## src/sv/tfps_pkg.sv

```systemverilog
// Shared constants and item types for the textured floor pixel sampler.
package tfps_pkg;

   localparam int HALF_HEIGHT   = 120;
   localparam int TEX_WIDTH     = 64;
   localparam int TEX_HEIGHT    = 64;
   localparam int TEXTURE_COUNT = 3;

   localparam int TEX_SIZE   = TEX_WIDTH * TEX_HEIGHT;
   localparam int STORE_SIZE = TEXTURE_COUNT * TEX_SIZE;
   localparam int ADDR_W     = $clog2(STORE_SIZE);

   // row distance 100/(row+1) in unsigned Q7.16
   localparam int DIST_NUM  = 100 * 65536;
   localparam int DIST_W    = 23;
   localparam int SHADE_W   = 3;
   localparam int MAX_SHADE = 7;

   // item op codes
   localparam logic OP_LOAD_TEXEL   = 1'b0;
   localparam logic OP_RENDER_PIXEL = 1'b1;

   typedef enum logic [2:0] {
      CSR_POS_X          = 3'd0,
      CSR_POS_Y          = 3'd1,
      CSR_LEFT_DIR_X     = 3'd2,
      CSR_LEFT_DIR_Y     = 3'd3,
      CSR_COL_STEP_X     = 3'd4,
      CSR_COL_STEP_Y     = 3'd5,
      CSR_TEXTURE_SELECT = 3'd6,
      CSR_PALETTE_BASE   = 3'd7
   } csr_index_type;

   localparam logic [7:0] PALETTE_RESET = 8'd96;

   typedef struct packed {
      logic [23:0] pos_x;
      logic [23:0] pos_y;
      logic [15:0] left_dir_x;
      logic [15:0] left_dir_y;
      logic [17:0] col_step_x;
      logic [17:0] col_step_y;
      logic [1:0]  texture_select;
      logic [7:0]  palette_base;
   } cfg_type;

   typedef struct packed {
      logic               render;
      logic               draw;
      logic [SHADE_W-1:0] shade;
      logic [7:0]         screen_row;
      logic               wr_en;
      logic [ADDR_W-1:0]  addr;
      logic [7:0]         wr_data;
   } geom_item_type;

   typedef struct packed {
      logic               draw;
      logic [SHADE_W-1:0] shade;
      logic [7:0]         screen_row;
      logic [7:0]         texel;
   } texel_item_type;

endpackage

```

## src/sv/tfps_shade.sv

```systemverilog
// Distance shading, palette offset and result register.
module tfps_shade
   import tfps_pkg::*;
(
   input  logic           clock,
   input  logic           reset,
   input  logic [7:0]     palette_base,
   input  logic           in_valid,
   output logic           in_ready,
   input  texel_item_type in_item,
   output logic           out_valid,
   input  logic           out_ready,
   output logic [7:0]     out_pixel_value,
   output logic           out_draw,
   output logic [7:0]     out_screen_row
);

   logic       valid_ff;
   logic [7:0] pixel_ff;
   logic       draw_ff;
   logic [7:0] screen_row_ff;
   logic [7:0] shade_ext;
   logic [7:0] shaded;
   logic [7:0] pixel_in;

   assign in_ready = !valid_ff || out_ready;

   always_comb begin
      shade_ext = {{(8-SHADE_W){1'b0}}, in_item.shade};
      shaded    = (in_item.texel > shade_ext) ? in_item.texel - shade_ext : 8'd0;
      pixel_in  = in_item.draw ? shaded + palette_base : 8'd0;
   end

   always_ff @(posedge clock) begin
      if (reset) begin
         valid_ff <= 1'b0;
      end else if (in_ready) begin
         valid_ff <= in_valid;
      end
   end

   always_ff @(posedge clock) begin
      if (in_ready) begin
         pixel_ff      <= pixel_in;
         draw_ff       <= in_item.draw;
         screen_row_ff <= in_item.screen_row;
      end
   end

   assign out_valid       = valid_ff;
   assign out_pixel_value = pixel_ff;
   assign out_draw        = draw_ff;
   assign out_screen_row  = screen_row_ff;

endmodule

```

## config.mk

```make
export PLATFORM = sky130hd
export DESIGN_NAME = tfps_shade
export DESIGN_NICKNAME = d
export VERILOG_FILES = /design/src/sv/tfps_pkg.sv /design/src/sv/tfps_shade.sv
export SDC_FILE = /design/constraint.sdc
export NUM_CORES = 1
export LEC_CHECK = 0
export BUFFER_PORTS_ARGS = -buffer_cell sky130_fd_sc_hd__buf_2
export CELL_PAD_IN_SITES_DETAIL_PLACEMENT = 0
export CELL_PAD_IN_SITES_GLOBAL_PLACEMENT = 1
export CORE_UTILIZATION = 35
export CTS_CLUSTER_DIAMETER = 150
export DETAILED_ROUTE_END_ITERATION = 6
export PLACE_DENSITY_LB_ADDON = 0.1
export SYNTH_ARGS = -nofsm -noshare
export SYNTH_HDL_FRONTEND = slang
export SYNTH_SLANG_ARGS = --single-unit
```

## constraint.sdc

```tcl
create_clock -name clock -period 5.56 [get_ports clock]
set_clock_uncertainty 0.1 [all_clocks]
set_input_delay 1.39 -clock clock [delete_from_list [all_inputs] [get_ports clock]]
set_output_delay 1.39 -clock clock [all_outputs]
set_load 0.02 [all_outputs]
```

==> key figures <==
CTS
  – Total clock buffers created by CTS: 3
  – Root buffer cell: clkbuf_4
  – CTS Sinks: 18
  – CTS tree: done
  – Post-CTS resize count: 0
  – Clock latency on the worst-skew pair: 0.28 ns
  – Clock Tree Buf Depth: 2
  – Setup repair bufs after CTS: 0
  – Hold-fix buffers at CTS: 0
  – Clk slew on worst S/H paths: 0.09 ns
  – CTS HTree Levels: 1

Placement
  – DP Area: 1481 sq um
  – Place WS: 0.8979 ns
  – DP Wirelength: 1838 um
  – Placed insts: 203
  – Port Buffers: 50
  – Final GP Congestion: 0.7043

STA
  – Unrepaired setup endpoints after global routing: false
  – Highest clock rate: 228.9 MHz
  – Tmin final: 4.369 ns
  – TNS Setup: 0 ns
  – Slew Limit Fails: 0
  – Period utilization: 0.7859
  – Final Hold Fails: 0
  – Fin worst setup slack: 1.191 ns
  – Rel. slew slack: 0.4666
  – Final Setup Violations: 0
  – Worst-Margin Slew: 0.8001 ns

Setup path
  – Critical path's largest stage delay: 0.57 ns
  – Buf+Inv Stages, Crit Path: 3
  – CP max-delay cell: nor3_1
  – Critical R2R Launch: out_valid
  – Crit path cell chain: buf_2 -> inv_1 -> ha_1 -> fa_1 -> and2b_2 -> nor2_1 -> nor2b_1 -> nor3_1 -> nor2_1 -> ha_1 -> inv_1 -> fa_1 -> nor2b_1 -> o21ai_0 -> a21boi_0 -> or3_1 -> nand3_1
  – Reg2Reg Capture Point: out_pixel_value[5]
  – FF-to-FF setup slack: 4.21 ns
  – Crit path max fanout: 7
  – Worst reg-to-reg path cell count: 1
  – Levels on crit path: 17
  – Setup crit start: in_item[0]
  – Crit Path Category: input port to flip-flop
  – Setup crit end kind: flip-flop
  – Critical path's top delay family: simple AND/OR/NAND/NOR gates
  – CP arrival: 4.42 ns
  – Critical Path Sink: out_pixel_value[6]
  – Critical path launch point type: input port
  – WP data required: 5.61 ns

Synth
  – Synthesized net count: 154
  – Syn_area_per_cell: 10.73 sq um
  – Sequential-to-total area share from yosys stat: 0.4496
  – Synth Instances: 110
  – Cell area after synthesis: 1180 sq um
  – Syn. warnings: 0
  – Yosys reg bits: 18
  – Yosys cell types: 38

Job
  – # Max-Cap Violations: 0

Floorplan
  – Full die area: 3607 sq um
  – Horiz. Die Dim: 60.06 um
  – Initial core utilization: 0.3772
  – Row count: 20
  – Die height: 60.06 um
  – Core area: 3128 sq um
  – Boundary pin count: 51

Global routing
  – M3 GR Usage: 0.01948
  – Pin count of the biggest net entering global routing: 20
  – Met1 usage: 0.1459
  – GRT Util Overall: 0.1266
  – Initial antenna violation count: 0
  – GRT overflow: 0
  – First-pass GRT wire length: 3429 um
  – Global-route met2 utilization: 0.2270
  – Top Usage Layer GRT: met2
  – Vias in the first global route: 842

Routing
  – ANT nets after route: 0
  – Routed length per instance: 10.53 um
  – DRC: 0
  – Post-Route WL: 2180 um
  – DR vias/cell: 4.618
  – Pre-antenna DRT Iters: 4
  – Initial DRC Count: 12
  – Vias: 956

Pwr
  – Combinational share of power: 0.348
  – Worst VDD drop: 0.06941 mV
  – Seq pwr share: 0.454
  – Leakage power: 0.0007169 uW
  – Sw Ratio: 0.3030
  – Clk pwr share: 0.198
  – Sw power: 114.2 uW
  – PwrDens: 248.3 nW/um^2
  – P_int: 262.6 uW

Layout
  – Most common cell after layout, fill and taps aside: buf_2
  – Layout Nets: 208
  – Commonest cells after routing, fill and taps aside: buf_2 (50), edfxtp_1 (17), inv_1 (12)
  – Antenna Cells: 0
  – Fillers: 297
  – Fin area: 1518 sq um
  – Layout cell share with drive strength beyond 1: 0.3742
  – Post-layout util: 0.4852
  – Syn-to-layout area delta: 28.63%
  – Finished Layout Cells: 207

Worst hold path
  – HP Class: flip-flop to flip-flop
  – Worst Hold Depth: 2

Status
  – Status: finished, final reports clean
layout make-up:
class	instances	area, sq um	area share
flip-flops and latches	18	530.5	0.3495
well taps	44	55.05	0.03627
clock buffers	4	36.28	0.02391
inverters	12	45.04	0.02968
multi-input cells	79	600.6	0.3957
repair buffers	50	250.2	0.1649
state kept, by name, indices dropped and copies added (netlist names):
register	flops
out_draw	1
out_valid	1
out_pixel_value	8
out_screen_row	8
per-layer routing:
layer / wire, um / share of wire
met5: 0 / 0
met3: 153 / 0.070
met1: 917 / 0.42
met2: 1089 / 0.50
met4: 19 / 0.0087
per-stage QoR:
step           hold WS [ns]  total power (uW)
3_3_place_gp         0.9650             304.8
2_1_floorplan         1.041             265.6
4_1_cts              0.9961             382.3
6_report             0.9580             376.8
5_1_grt               1.084             405.7
3_5_place_dp         0.9800             306.4
cells by family after synthesis:
kind of cell,after synthesis,share of synthesized area
AO/OA/AOI/OAI,16,0.09120
XOR/XNOR,5,0.03711
adder cells (fa/ha/maj),12,0.1400
buffers and inverters,13,0.04135
flip-flops,18,0.4496
multiplexers,3,0.02651
AND/OR/NAND/NOR,43,0.2142
how the worst min path moves through the flow:
stage                 to  slack (ns)      start
4_1_cts        out_valid         1.0  out_valid
2_1_floorplan  out_valid        1.04  out_valid
3_3_place_gp   out_valid        0.96  out_valid
6_report       out_valid        0.96  out_valid
5_1_grt        out_valid        1.08  out_valid
3_5_place_dp   out_valid        0.98  out_valid
power groups by stage:
stage,registers [uW],logic [uW],clock network (uW)
after CTS,171,133,78.5
after floorplan,198,67.7,0
after global routing,173,148,84.8
after global placement,174,130,0
after detailed placement,174,132,0
final,171,131,74.6
Yosys cell counts:
| cell | instances | share of area |
|---|---|---|
| o21ai_0 | 3 | 0.013 |
| nand3_1 | 2 | 0.0085 |
| nor4b_1 | 1 | 0.0074 |
| or2_2 | 1 | 0.0053 |
| a21boi_0 | 1 | 0.0064 |
| dfxtp_1 | 1 | 0.017 |
| nor3_2 | 1 | 0.0085 |
| nor2b_1 | 5 | 0.027 |
| a211oi_1 | 1 | 0.0064 |
| nor3b_1 | 2 | 0.013 |
| mux2_2 | 1 | 0.0095 |
| xor2_1 | 1 | 0.0074 |
| a21oi_1 | 2 | 0.0085 |
| nor2_1 | 9 | 0.029 |
| edfxtp_1 | 17 | 0.43 |
| clkbuf_1 | 1 | 0.0032 |
| and2b_2 | 1 | 0.0074 |
| nor4_1 | 1 | 0.0053 |
| nand4_1 | 2 | 0.011 |
| nor3_1 | 5 | 0.021 |
| nand2_1 | 4 | 0.013 |
| ha_1 | 10 | 0.11 |
| o211ai_1 | 3 | 0.019 |
| fa_1 | 2 | 0.034 |
| xnor2_1 | 4 | 0.030 |
| nand3b_1 | 2 | 0.013 |
| a21o_1 | 2 | 0.013 |
| and4_1 | 1 | 0.0074 |
| mux2i_1 | 2 | 0.017 |
| a21o_2 | 1 | 0.0074 |
| or4_4 | 1 | 0.0095 |
| a31oi_1 | 2 | 0.011 |
| and3b_2 | 1 | 0.0085 |
| and2_1 | 2 | 0.011 |
| o2111ai_1 | 1 | 0.0074 |
| nand2b_1 | 1 | 0.0053 |
| inv_1 | 12 | 0.038 |
| or3_1 | 1 | 0.0053 |
Note: power is estimated with default switching activity, not from simulation.
